==> config.mk <==
export PLATFORM = sky130hd
export DESIGN_NAME = i2c_bootloader_command_engine_core
export DESIGN_NICKNAME = d
export VERILOG_FILES = /design/src/i2cbl_pkg.sv /design/src/i2cbl_rsp_reg.sv /design/src/i2c_bootloader_command_engine_core.sv
export SDC_FILE = /design/constraint.sdc
export NUM_CORES = 2
export LEC_CHECK = 0
export BUFFER_PORTS_ARGS = -buffer_cell sky130_fd_sc_hd__clkbuf_2
export CORE_ASPECT_RATIO = 0.75
export CORE_MARGIN = 4
export CORE_UTILIZATION = 25
export CTS_CLUSTER_SIZE = 40
export DETAILED_ROUTE_END_ITERATION = 12
export PLACE_DENSITY = 0.42
export SETUP_SLACK_MARGIN = 0.4
export SYNTH_ARGS = -nofsm -noshare
export SYNTH_HDL_FRONTEND = slang
export SYNTH_SLANG_ARGS = --single-unit
==> constraint.sdc <==
create_clock -name clock -period 6.8 [get_ports clock]
set_clock_uncertainty 0.1 [all_clocks]
set_input_delay 0.34 -clock clock [delete_from_list [all_inputs] [get_ports clock]]
set_output_delay 0.34 -clock clock [all_outputs]
set_load 0.1 [all_outputs]
==> src/i2cbl_pkg.sv <==
// Package for the I2C bootloader command engine: payload structs, codes,
// state encoding and the fixed info record. No dependencies.
package i2cbl_pkg;

   // Default buffer size in 16-bit words.
   localparam int BUFFER_WORDS_DEFAULT = 64;

   // Reset values of the configuration registers.
   localparam logic [15:0] FLASH_WORDS_TOTAL_RESET    = 16'd4096;
   localparam logic [8:0]  FLASH_ROW_WORDS_RESET      = 9'd32;
   localparam logic [15:0] LOADER_START_ADDRESS_RESET = 16'h0E00;

   // Configuration register indexes.
   localparam logic [1:0] CSR_FLASH_WORDS_TOTAL    = 2'd0;
   localparam logic [1:0] CSR_FLASH_ROW_WORDS      = 2'd1;
   localparam logic [1:0] CSR_LOADER_START_ADDRESS = 2'd2;

   // Bus event codes.
   localparam logic [1:0] OP_ADDR_WRITE = 2'd0;
   localparam logic [1:0] OP_ADDR_READ  = 2'd1;
   localparam logic [1:0] OP_DATA_WRITE = 2'd2;
   localparam logic [1:0] OP_DATA_READ  = 2'd3;

   // Result action codes.
   localparam logic [2:0] ACT_REPLY     = 3'd0;
   localparam logic [2:0] ACT_LATCH     = 3'd1;
   localparam logic [2:0] ACT_ROW_WRITE = 3'd2;
   localparam logic [2:0] ACT_ROW_ERASE = 3'd3;
   localparam logic [2:0] ACT_RUN_APP   = 3'd4;
   localparam logic [2:0] ACT_RESTART   = 3'd5;

   // Command codes held in the low byte of word 0.
   localparam logic [7:0] CMD_SYNC   = 8'd1;
   localparam logic [7:0] CMD_INFO   = 8'd2;
   localparam logic [7:0] CMD_BOOT   = 8'd3;
   localparam logic [7:0] CMD_REBOOT = 8'd4;
   localparam logic [7:0] CMD_WRITE  = 8'd11;
   localparam logic [7:0] CMD_ERASE  = 8'd21;

   // Info record geometry.
   localparam int INFO_WORDS = 19;
   localparam int INFO_BYTES = 38;

   typedef struct packed {
      logic [1:0] op;
      logic [7:0] bus_byte;
   } req_type;

   typedef struct packed {
      logic [2:0]  action;
      logic [7:0]  reply_byte;
      logic [15:0] flash_address;
      logic [15:0] flash_word;
      logic        last;
   } rsp_type;

   typedef enum logic [3:0] {
      ST_IDLE,
      ST_MERGE,
      ST_READ,
      ST_CMD,
      ST_INFO,
      ST_RUN,
      ST_ERASE,
      ST_WADDR,
      ST_WCNT,
      ST_WLOOP,
      ST_RESTART,
      ST_REPLY
   } state_type;

   // One word of the info record, selected by its word index.
   function automatic logic [15:0] info_word(input logic [4:0]  idx,
                                             input logic [15:0] total,
                                             input logic [8:0]  row,
                                             input logic [15:0] start);
      logic [15:0] w;
      case (idx)
         5'd0:    w = 16'(INFO_BYTES);
         5'd1:    w = 16'd1;
         5'd2:    w = 16'd1;
         5'd3:    w = 16'd8;
         5'd4:    w = total;
         5'd5:    w = 16'd3;
         5'd6:    w = {7'd0, row};
         5'd7:    w = 16'd4;
         5'd8:    w = {7'd0, row};
         5'd9:    w = 16'd5;
         5'd10:   w = 16'h0100;
         5'd11:   w = 16'd6;
         5'd12:   w = start;
         5'd13:   w = 16'd7;
         5'd14:   w = 16'h7542;
         5'd15:   w = 16'h6b63;
         5'd16:   w = 16'h4320;
         5'd17:   w = 16'h696c;
         5'd18:   w = 16'h6b63;
         default: w = 16'd0;
      endcase
      return w;
   endfunction

endpackage

==> src/i2cbl_rsp_reg.sv <==
// Output register of the I2C bootloader command engine result channel.
// Depends on i2cbl_pkg for the result struct.
module i2cbl_rsp_reg (
   input  logic              clock,
   input  logic              reset,
   input  logic              push,
   input  i2cbl_pkg::rsp_type push_data,
   output logic              free,
   output logic              rsp_valid,
   input  logic              rsp_stall,
   output i2cbl_pkg::rsp_type rsp_data
);

   logic               valid_ff;
   i2cbl_pkg::rsp_type data_ff;

   // A new result may enter when the register is empty or is drained now.
   assign free      = !valid_ff || !rsp_stall;
   assign rsp_valid = valid_ff;
   assign rsp_data  = data_ff;

   always_ff @(posedge clock) begin
      if (reset) begin
         valid_ff <= 1'b0;
      end else if (push) begin
         valid_ff <= 1'b1;
      end else if (!rsp_stall) begin
         valid_ff <= 1'b0;
      end
   end

   always_ff @(posedge clock) begin
      if (push) begin
         data_ff <= push_data;
      end
   end

endmodule

==> src/i2c_bootloader_command_engine_core.sv <==
// Top level of the I2C bootloader command engine: command sequencer around the
// word buffer memory. Depends on i2cbl_pkg and i2cbl_rsp_reg.
//
// Usage: bus events arrive on the req_ channel (valid/stall), one request at a
// time; results leave on the rsp_ channel (valid/stall) through an output
// register, so a pending result never blocks the next request. Registers are
// written on the csr_ channel, which is always ready.
// Request handling, around the single-port buffer memory with its registered read:
//   address for write   no result.
//   data write          read, then merge and write back.
//   data read           read, then reply.
//   address for read    read word 0 and decode; sync/boot reply, reboot/erase
//                       push their action first, info writes the record first
//                       (one record word written per cycle), unknown command
//                       restarts, write command reads address and count, then
//                       one latch or row write result per cycle unless stalled.
// The request side stalls while a request is at work, and the sequencer holds
// in place while the receiver stalls the result channel.
// Reset clears position, count and the per-word valid bits at once; a word
// that is not valid reads as zero, so no clearing pass is needed. An unknown
// command clears them the same way. Register values return to their defaults.
module i2c_bootloader_command_engine_core #(
   parameter int BUFFER_WORDS = i2cbl_pkg::BUFFER_WORDS_DEFAULT
) (
   input  logic               clock,
   input  logic               reset,
   input  logic               req_valid,
   output logic               req_stall,
   input  i2cbl_pkg::req_type req_data,
   output logic               rsp_valid,
   input  logic               rsp_stall,
   output i2cbl_pkg::rsp_type rsp_data,
   input  logic               csr_valid,
   output logic               csr_ready,
   input  logic [1:0]         csr_index,
   input  logic [15:0]        csr_data
);

   localparam int BUF_BYTES = 2 * BUFFER_WORDS;
   localparam int POS_W     = $clog2(BUF_BYTES);
   localparam int WI_W      = $clog2(BUFFER_WORDS);
   localparam int CNT_W     = $clog2(BUF_BYTES + 1);
   localparam int INFO_CNT  = (i2cbl_pkg::INFO_BYTES < BUF_BYTES) ?
                              i2cbl_pkg::INFO_BYTES : BUF_BYTES;

   localparam logic [CNT_W-1:0] BUF_BYTES_C = CNT_W'(BUF_BYTES);
   localparam logic [CNT_W-1:0] INFO_CNT_C  = CNT_W'(INFO_CNT);
   localparam logic [POS_W-1:0] POS_LAST    = POS_W'(BUF_BYTES - 1);
   localparam logic [15:0]      MAX_WORDS16 = 16'(BUFFER_WORDS - 3);
   localparam logic [WI_W-1:0]  MAX_WORDS   = WI_W'(BUFFER_WORDS - 3);
   localparam logic [4:0]       INFO_LAST   = 5'(i2cbl_pkg::INFO_WORDS - 1);

   // Configuration registers.
   logic [15:0] total_ff;
   logic [8:0]  row_ff;
   logic [15:0] start_ff;

   // Sequencer state.
   i2cbl_pkg::state_type state_ff, state_in;
   logic [POS_W-1:0] pos_ff, pos_in;
   logic [CNT_W-1:0] cnt_ff, cnt_in;
   logic [7:0]       cmd_ff, cmd_in;
   logic [7:0]       byte_ff, byte_in;
   logic [15:0]      addr_ff, addr_in;
   logic [WI_W-1:0]  rem_ff, rem_in;
   logic [WI_W-1:0]  widx_ff, widx_in;
   logic [4:0]       idx_ff, idx_in;

   // Buffer memory and its valid bits.
   logic [15:0]             mem [BUFFER_WORDS];
   logic [BUFFER_WORDS-1:0] vld_ff;
   logic [15:0]             rd_data_ff;
   logic                    rd_vld_ff;
   logic                    rd_en;
   logic [WI_W-1:0]         rd_addr;
   logic                    wr_en;
   logic [WI_W-1:0]         wr_addr;
   logic [15:0]             wr_data;
   logic                    vld_clear;
   logic [15:0]             rd_word;

   // Result path.
   logic               push;
   i2cbl_pkg::rsp_type push_data;
   logic               out_free;

   logic [WI_W-1:0]  pos_word;
   logic [POS_W-1:0] pos_next;

   assign csr_ready = 1'b1;
   assign req_stall = (state_ff != i2cbl_pkg::ST_IDLE);
   assign rd_word   = rd_vld_ff ? rd_data_ff : 16'd0;
   assign pos_word  = pos_ff[POS_W-1:1];
   assign pos_next  = (pos_ff == POS_LAST) ? '0 : pos_ff + POS_W'(1);

   // Configuration writes; an index beyond the list is ignored.
   always_ff @(posedge clock) begin
      if (reset) begin
         total_ff <= i2cbl_pkg::FLASH_WORDS_TOTAL_RESET;
         row_ff   <= i2cbl_pkg::FLASH_ROW_WORDS_RESET;
         start_ff <= i2cbl_pkg::LOADER_START_ADDRESS_RESET;
      end else if (csr_valid && csr_ready) begin
         case (csr_index)
            i2cbl_pkg::CSR_FLASH_WORDS_TOTAL:    total_ff <= csr_data;
            i2cbl_pkg::CSR_FLASH_ROW_WORDS:      row_ff   <= csr_data[8:0];
            i2cbl_pkg::CSR_LOADER_START_ADDRESS: start_ff <= csr_data;
            default: ;
         endcase
      end
   end

   // Single-port word buffer with a registered read. Accesses never overlap:
   // a merged byte is written back before the sequencer returns to idle, so
   // the next read always sees it.
   always_ff @(posedge clock) begin
      if (wr_en) begin
         mem[wr_addr] <= wr_data;
      end
      if (rd_en) begin
         rd_data_ff <= mem[rd_addr];
         rd_vld_ff  <= vld_ff[rd_addr];
      end
   end

   // A word that was never written since reset or restart reads as zero.
   always_ff @(posedge clock) begin
      if (reset || vld_clear) begin
         vld_ff <= '0;
      end else if (wr_en) begin
         vld_ff[wr_addr] <= 1'b1;
      end
   end

   always_ff @(posedge clock) begin
      if (reset) begin
         state_ff <= i2cbl_pkg::ST_IDLE;
         pos_ff   <= '0;
         cnt_ff   <= '0;
      end else begin
         state_ff <= state_in;
         pos_ff   <= pos_in;
         cnt_ff   <= cnt_in;
      end
   end

   always_ff @(posedge clock) begin
      cmd_ff  <= cmd_in;
      byte_ff <= byte_in;
      addr_ff <= addr_in;
      rem_ff  <= rem_in;
      widx_ff <= widx_in;
      idx_ff  <= idx_in;
   end

   always_comb begin
      state_in  = state_ff;
      pos_in    = pos_ff;
      cnt_in    = cnt_ff;
      cmd_in    = cmd_ff;
      byte_in   = byte_ff;
      addr_in   = addr_ff;
      rem_in    = rem_ff;
      widx_in   = widx_ff;
      idx_in    = idx_ff;
      rd_en     = 1'b0;
      rd_addr   = pos_word;
      wr_en     = 1'b0;
      wr_addr   = pos_word;
      wr_data   = rd_word;
      vld_clear = 1'b0;
      push      = 1'b0;
      push_data = '0;

      case (state_ff)
         i2cbl_pkg::ST_IDLE: begin
            if (req_valid) begin
               case (req_data.op)
                  i2cbl_pkg::OP_ADDR_WRITE: begin
                     pos_in = '0;
                     cnt_in = '0;
                  end
                  i2cbl_pkg::OP_DATA_WRITE: begin
                     // A full buffer drops the byte.
                     if (cnt_ff < BUF_BYTES_C) begin
                        rd_en    = 1'b1;
                        byte_in  = req_data.bus_byte;
                        state_in = i2cbl_pkg::ST_MERGE;
                     end
                  end
                  i2cbl_pkg::OP_DATA_READ: begin
                     if (cnt_ff != '0) begin
                        rd_en    = 1'b1;
                        state_in = i2cbl_pkg::ST_READ;
                     end else begin
                        cmd_in   = 8'd0;
                        state_in = i2cbl_pkg::ST_REPLY;
                     end
                  end
                  i2cbl_pkg::OP_ADDR_READ: begin
                     pos_in = '0;
                     if (cnt_ff < CNT_W'(2)) begin
                        cmd_in   = 8'd0;
                        state_in = i2cbl_pkg::ST_REPLY;
                     end else begin
                        rd_en    = 1'b1;
                        rd_addr  = '0;
                        state_in = i2cbl_pkg::ST_CMD;
                     end
                  end
                  default: ;
               endcase
            end
         end

         i2cbl_pkg::ST_MERGE: begin
            wr_en    = 1'b1;
            wr_data  = pos_ff[0] ? {byte_ff, rd_word[7:0]} : {rd_word[15:8], byte_ff};
            pos_in   = pos_next;
            cnt_in   = cnt_ff + CNT_W'(1);
            state_in = i2cbl_pkg::ST_IDLE;
         end

         i2cbl_pkg::ST_READ: begin
            if (out_free) begin
               push                 = 1'b1;
               push_data.action     = i2cbl_pkg::ACT_REPLY;
               push_data.reply_byte = pos_ff[0] ? rd_word[15:8] : rd_word[7:0];
               push_data.last       = 1'b1;
               pos_in               = pos_next;
               cnt_in               = cnt_ff - CNT_W'(1);
               state_in             = i2cbl_pkg::ST_IDLE;
            end
         end

         i2cbl_pkg::ST_CMD: begin
            cmd_in = rd_word[7:0];
            case (rd_word[7:0])
               i2cbl_pkg::CMD_SYNC,
               i2cbl_pkg::CMD_BOOT: state_in = i2cbl_pkg::ST_REPLY;
               i2cbl_pkg::CMD_INFO: begin
                  idx_in   = '0;
                  state_in = i2cbl_pkg::ST_INFO;
               end
               i2cbl_pkg::CMD_REBOOT: state_in = i2cbl_pkg::ST_RUN;
               i2cbl_pkg::CMD_ERASE: begin
                  rd_en    = 1'b1;
                  rd_addr  = WI_W'(1);
                  state_in = i2cbl_pkg::ST_ERASE;
               end
               i2cbl_pkg::CMD_WRITE: begin
                  rd_en    = 1'b1;
                  rd_addr  = WI_W'(1);
                  state_in = i2cbl_pkg::ST_WADDR;
               end
               default: state_in = i2cbl_pkg::ST_RESTART;
            endcase
         end

         i2cbl_pkg::ST_INFO: begin
            // Record words beyond the buffer end are dropped.
            if (int'(idx_ff) < BUFFER_WORDS) begin
               wr_en   = 1'b1;
               wr_addr = WI_W'(idx_ff);
               wr_data = i2cbl_pkg::info_word(idx_ff, total_ff, row_ff, start_ff);
            end
            idx_in = idx_ff + 5'd1;
            if (idx_ff == INFO_LAST) begin
               cnt_in   = INFO_CNT_C;
               state_in = i2cbl_pkg::ST_REPLY;
            end
         end

         i2cbl_pkg::ST_RUN: begin
            if (out_free) begin
               push             = 1'b1;
               push_data.action = i2cbl_pkg::ACT_RUN_APP;
               state_in         = i2cbl_pkg::ST_REPLY;
            end
         end

         i2cbl_pkg::ST_ERASE: begin
            if (out_free) begin
               push                    = 1'b1;
               push_data.action        = i2cbl_pkg::ACT_ROW_ERASE;
               push_data.flash_address = rd_word;
               state_in                = i2cbl_pkg::ST_REPLY;
            end
         end

         i2cbl_pkg::ST_WADDR: begin
            addr_in  = rd_word;
            rd_en    = 1'b1;
            rd_addr  = WI_W'(2);
            state_in = i2cbl_pkg::ST_WCNT;
         end

         i2cbl_pkg::ST_WCNT: begin
            // Word count is clamped to the buffer and a zero count acts as one.
            if (rd_word > MAX_WORDS16) begin
               rem_in = MAX_WORDS;
            end else if (rd_word == 16'd0) begin
               rem_in = WI_W'(1);
            end else begin
               rem_in = rd_word[WI_W-1:0];
            end
            rd_en    = 1'b1;
            rd_addr  = WI_W'(3);
            widx_in  = WI_W'(3);
            state_in = i2cbl_pkg::ST_WLOOP;
         end

         i2cbl_pkg::ST_WLOOP: begin
            // The read of the next word is issued only when the current one is
            // taken, so the read register holds it across a stall.
            if (out_free) begin
               push                    = 1'b1;
               push_data.action        = (rem_ff == WI_W'(1)) ?
                                         i2cbl_pkg::ACT_ROW_WRITE : i2cbl_pkg::ACT_LATCH;
               push_data.flash_address = addr_ff;
               push_data.flash_word    = rd_word;
               addr_in                 = addr_ff + 16'd1;
               rem_in                  = rem_ff - WI_W'(1);
               if (rem_ff == WI_W'(1)) begin
                  state_in = i2cbl_pkg::ST_REPLY;
               end else begin
                  rd_en   = 1'b1;
                  rd_addr = widx_ff + WI_W'(1);
                  widx_in = widx_ff + WI_W'(1);
               end
            end
         end

         i2cbl_pkg::ST_RESTART: begin
            if (out_free) begin
               push             = 1'b1;
               push_data.action = i2cbl_pkg::ACT_RESTART;
               vld_clear        = 1'b1;
               pos_in           = '0;
               cnt_in           = '0;
               state_in         = i2cbl_pkg::ST_REPLY;
            end
         end

         i2cbl_pkg::ST_REPLY: begin
            if (out_free) begin
               push                 = 1'b1;
               push_data.action     = i2cbl_pkg::ACT_REPLY;
               push_data.reply_byte = cmd_ff;
               push_data.last       = 1'b1;
               state_in             = i2cbl_pkg::ST_IDLE;
            end
         end

         default: state_in = i2cbl_pkg::ST_IDLE;
      endcase
   end

   i2cbl_rsp_reg u_rsp_reg (
      .clock     (clock),
      .reset     (reset),
      .push      (push),
      .push_data (push_data),
      .free      (out_free),
      .rsp_valid (rsp_valid),
      .rsp_stall (rsp_stall),
      .rsp_data  (rsp_data)
   );

endmodule
==> results_tabular.tex <==
\begin{tabular}{lr}
\hline
Metric & Value \\
\hline
\multicolumn{2}{l}{\textbf{Floorplanning}} \\
\quad Std cell rows & 143 \\
\quad Height of the chip & 398.7 um \\
\quad Die outline width & 529.0 um \\
\quad Count of boundary I/O pins & 80 \\
\quad Area of the core region & 0.2025 mm2 \\
\quad Die ar. & 0.2109 mm2 \\
\quad Initial standard-cell utilization of the core & 25.13\% \\
\multicolumn{2}{l}{\textbf{Min path}} \\
\quad Number of instances on the worst hold path & 3 \\
\quad Hold path endpoint & state\_ff[0]\$\_SDFFE\_PP0P\_ \\
\quad Type of the most critical hold path & in2reg \\
\quad Hold Crit Start & reset \\
\multicolumn{2}{l}{\textbf{Worst setup path}} \\
\quad Endpoint type of the worst setup path & flop \\
\quad Required time of the critical path & 7.18 ns \\
\quad Data arrival time at the worst-slack endpoint & 6.38 ns \\
\quad Critical register-to-register path startpoint & state\_ff[0]\$\_SDFFE\_PP0P\_ \\
\quad Highest net fanout along the worst path & 64 \\
\quad Kind of critical path & reg2reg \\
\quad Worst reg-to-reg path cell count & 10 \\
\quad R2R Path End & rd\_data\_ff[4]\$\_DFFE\_PP\_ \\
\quad Reg2reg setup slack & 0.80 ns \\
\quad Critical Path Source Type & flop \\
\multicolumn{2}{l}{\textbf{Power}} \\
\quad Max rail drop VDD & 305.4 uV \\
\quad Total power divided by cell area & 422.5 mW/mm2 \\
\quad Share of total power in the clock network & 27.6\% \\
\quad Leakage dissipation & 19.17 nW \\
\quad Power Internal & 15.96 mW \\
\quad Share of total power consumed by net switching & 36.86\% \\
\quad Net switching power of the design & 9.318 mW \\
\quad Sequential group share of total power & 40.9\% \\
\quad Logic pwr share & 31.5\% \\
\multicolumn{2}{l}{\textbf{Run}} \\
\quad Count of max-cap constraint violations & 0 \\
\multicolumn{2}{l}{\textbf{Synth}} \\
\quad Warning count from the yosys run & 0 \\
\quad Dominant cell type by area after synthesis & sky130\_fd\_sc\_hd\_\_edfxtp\_1 \\
\quad Syn Nets & 3,486 \\
\quad Fraction of synthesized cell area taken by the top area cell type & 66.92\% \\
\quad Most frequently used cell type in the post-synthesis netlist & sky130\_fd\_sc\_hd\_\_edfxtp\_1 \\
\quad Count of flip-flops with a built-in enable after synthesis & 1,134 \\
\quad Sequential fraction of the synthesis area & 71.83\% \\
\quad Share of flip-flops with an asynchronous set or reset after synthesis & 0\% \\
\quad Top post-synthesis cells by count & sky130\_fd\_sc\_hd\_\_edfxtp\_1 (1,134), sky130\_fd\_sc\_hd\_\_nand2\_1 (495), sky130\_fd\_sc\_hd\_\_a21oi\_1 (229) \\
\quad Post-synthesis cell type count & 77 \\
\quad Top post-synthesis cells by area & sky130\_fd\_sc\_hd\_\_edfxtp\_1 (67\%), sky130\_fd\_sc\_hd\_\_mux4\_2 (5.5\%), sky130\_fd\_sc\_hd\_\_dfxtp\_1 (4.9\%) \\
\quad Number of instances in the synthesized netlist & 3,437 \\
\quad Most frequently used flop master after synthesis & sky130\_fd\_sc\_hd\_\_edfxtp\_1 \\
\quad Synthesized cell area & 0.05089 mm2 \\
\quad Syn avg cell area & 14.81 um2 \\
\quad Yosys reg bits & 1,259 \\
\multicolumn{2}{l}{\textbf{Clock network}} \\
\quad Clock buffer count from CTS & 133 \\
\quad H-tree depth reported by CTS & 4 \\
\quad Master cell of the clock root buffer & sky130\_fd\_sc\_hd\_\_clkbuf\_16 \\
\quad Maximum clock insertion buffer count & 3 \\
\quad Clock slew at reported path FFs & 0.07 ns \\
\quad Clock tree from TritonCTS & yes \\
\quad Num Clock Sinks & 1,259 \\
\quad Clock latency on the worst-skew pair & 0.77 ns \\
\quad Buffers inserted during post-CTS setup optimization & 0 \\
\multicolumn{2}{l}{\textbf{Outcome}} \\
\quad Outcome & complete, no violations \\
\multicolumn{2}{l}{\textbf{Global routing}} \\
\quad Global routing usage summed across all routing layers & 15.78\% \\
\quad Via count of the first global-routing pass & 29,920 \\
\quad Overall overflow remaining after global route & 0 \\
\quad Maximum number of pins on one net before global-route repair & 95 \\
\quad First-pass GRT wire length & 237.9 mm \\
\quad Number of antenna violations at the first check in global routing & 21 \\
\multicolumn{2}{l}{\textbf{Drt}} \\
\quad Remaining routing DRC violations & 0 \\
\quad Routed len/inst & 26.44 um \\
\quad Wire length after detailed routing & 169.8 mm \\
\quad Vias post-DR & 31,400 \\
\quad Violation count after the first detailed-routing iteration & 3,412 \\
\quad Count of antenna-violating nets left after detailed routing & 0 \\
\quad TritonRoute pass-1 iters & 6 \\
\quad Number of vias per cell & 4.890 \\
\multicolumn{2}{l}{\textbf{Place}} \\
\quad GP Congestion & 0.8235 \\
\quad Placement Cell Area & 0.05544 mm2 \\
\quad Number of buffers added on ports & 78 \\
\quad Post-DP HPWL & 108.9 mm \\
\multicolumn{2}{l}{\textbf{STA}} \\
\quad Total negative setup slack & 0 ns \\
\quad Least-Margin Pin Slew & 1.254 ns \\
\quad Setup repair after global routing missed its margin & no \\
\quad Max-slew violation count & 0 \\
\quad Slew Limit Headroom & 16.41\% \\
\quad Final period demand of the worst path & 5.999 ns \\
\quad Hold violation count in the final report & 0 \\
\quad Peak Freq & 166.7 MHz \\
\quad Tcrit/Tclk final & 88.22\% \\
\quad Final setup violating endpoints & 0 \\
\multicolumn{2}{l}{\textbf{Layout}} \\
\quad Layout net count & 3,671 \\
\quad Layout fillers & 20,320 \\
\quad Fin area & 0.05983 mm2 \\
\quad Layout overhead on the synthesized area & 17.57\% \\
\quad Share of final-layout standard cells stronger than drive strength 1 & 17.23\% \\
\hline
\end{tabular}
## worst max-delay path: stages, from the launching register on
cell and delay, ns:
sky130_fd_sc_hd__dfxtp_1 0.78, sky130_fd_sc_hd__and2b_1 0.37, sky130_fd_sc_hd__a21oi_1 0.14, sky130_fd_sc_hd__a221o_2 0.48, sky130_fd_sc_hd__a221oi_4 0.41, sky130_fd_sc_hd__buf_4 0.36, sky130_fd_sc_hd__buf_12 0.35, sky130_fd_sc_hd__mux4_2 0.56
sky130_fd_sc_hd__a32oi_1 0.94, sky130_fd_sc_hd__nand4_1 0.40, sky130_fd_sc_hd__or4_1 0.65
## flip-flops by register name (all words and copies together), names as in the netlist
register	cells
mem	1024
vld_ff	64
u_rsp_reg.rsp_data	44
addr_ff	16
rd_data_ff	16
start_ff	16
total_ff	16
row_ff	9
byte_ff	8
cmd_ff	8
cnt_ff	8
pos_ff	7
rem_ff	6
widx_ff	6
idx_ff	5
state_ff	4
rd_vld_ff	1
u_rsp_reg.rsp_valid	1
## metrics by stage
step           total power [mW]  cells  hold WS (ns)  utilization, %  setup WS [ns]
2_1_floorplan             15.18   3437        0.3319               -          1.611
3_3_place_gp              18.54   6139        0.3424           27.37         0.9555
3_5_place_dp              18.52   6139        0.3476           27.37         0.8856
4_1_cts                   25.53   6407       0.04696           29.52         0.8816
5_1_grt                   26.34   6409        0.1148           29.52         0.6962
6_report                  25.28   6422        0.1100           29.54         0.8008
## layout make-up
| type | count | area (um2) | area share (%) |
|---|---|---|---|
| Multi-Input combinational cell | 1942 | 13710 | 22.92 |
| Inverter | 24 | 90.09 | 0.1506 |
| Tap cell | 2682 | 3356 | 5.609 |
| Antenna cell | 14 | 35.03 | 0.05855 |
| Sequential cell | 1259 | 36560 | 61.10 |
| Clock inverter | 61 | 394.1 | 0.6587 |
| Timing Repair Buffer | 262 | 2024 | 3.384 |
| Clock buffer | 178 | 3662 | 6.121 |
## routing by layer
metal	vias to the layer above	routed length (um)	GRT usage (%)
li1	13740	-	-
met1	16350	82280	24.12
met2	1108	68790	21.59
met3	210	15070	4.450
met4	0	3649	4.075
met5	-	0	0
## worst max-delay path by stage
stage	slack, ns	end	cells past startpoint	from
CTS	0.88	rd_data_ff[4]$_DFFE_PP_	11	cnt_ff[3]$_SDFFE_PP0P_
detailed placement	0.89	rd_data_ff[4]$_DFFE_PP_	12	rsp_stall
finish	0.80	rd_data_ff[4]$_DFFE_PP_	10	state_ff[0]$_SDFFE_PP0P_
floorplan	1.61	mem[0][7]$_DFFE_PP_	10	idx_ff[0]$_SDFFCE_PN0P_
global route	0.70	rd_data_ff[2]$_DFFE_PP_	10	state_ff[0]$_SDFFE_PP0P_
global placement	0.96	rd_data_ff[4]$_DFFE_PP_	12	rsp_stall
## power groups by stage
stage / registers [mW] / clock network [mW] / logic (mW)
3_3_place_gp: 10.5 / 0 / 8.04
2_1_floorplan: 11.2 / 0 / 3.98
3_5_place_dp: 10.5 / 0 / 8.02
5_1_grt: 10.4 / 7.47 / 8.50
6_report: 10.3 / 6.98 / 7.96
4_1_cts: 10.3 / 7.15 / 8.04
## cells in the final DEF (no fill, tap or decap), types with 29 or more instances in the layout
| cell type | n |
|---|---|
| sky130_fd_sc_hd__clkbuf_16 | 137 |
| sky130_fd_sc_hd__nor2_1 | 142 |
| sky130_fd_sc_hd__a32oi_1 | 33 |
| sky130_fd_sc_hd__nand3_1 | 153 |
| sky130_fd_sc_hd__edfxtp_1 | 1134 |
| sky130_fd_sc_hd__nor2_2 | 46 |
| sky130_fd_sc_hd__clkbuf_2 | 78 |
| sky130_fd_sc_hd__buf_4 | 140 |
| sky130_fd_sc_hd__a22o_1 | 49 |
| sky130_fd_sc_hd__nand2_1 | 495 |
| sky130_fd_sc_hd__a21oi_1 | 217 |
| sky130_fd_sc_hd__mux2i_1 | 109 |
| sky130_fd_sc_hd__dfxtp_1 | 125 |
| sky130_fd_sc_hd__o21ai_0 | 60 |
| sky130_fd_sc_hd__a22oi_1 | 98 |
| sky130_fd_sc_hd__mux4_2 | 125 |
| sky130_fd_sc_hd__o21a_1 | 69 |
| sky130_fd_sc_hd__dlygate4sd3_1 | 29 |
| sky130_fd_sc_hd__clkbuf_1 | 33 |
## cell families after synthesis
kind of cell / count (synthesis) / synth area share, %
xor+xnor: 31 / 0.5335
fa+ha+maj: 16 / 0.4081
other cells: 1 / 0.007369
simple gates: 979 / 8.406
mux: 243 / 7.875
flops: 1259 / 71.83
compound gates: 672 / 8.878
buf+inv: 236 / 2.058
## what timing repair did
| action | 4_1_cts | 5_1_grt |
|---|---|---|
| endpoints found under the hold margin | 51 | 0 |
| hold buffers | 29 | 0 |
| gates resized for setup | 0 | 0 |
(Power assumes the default switching activity.)
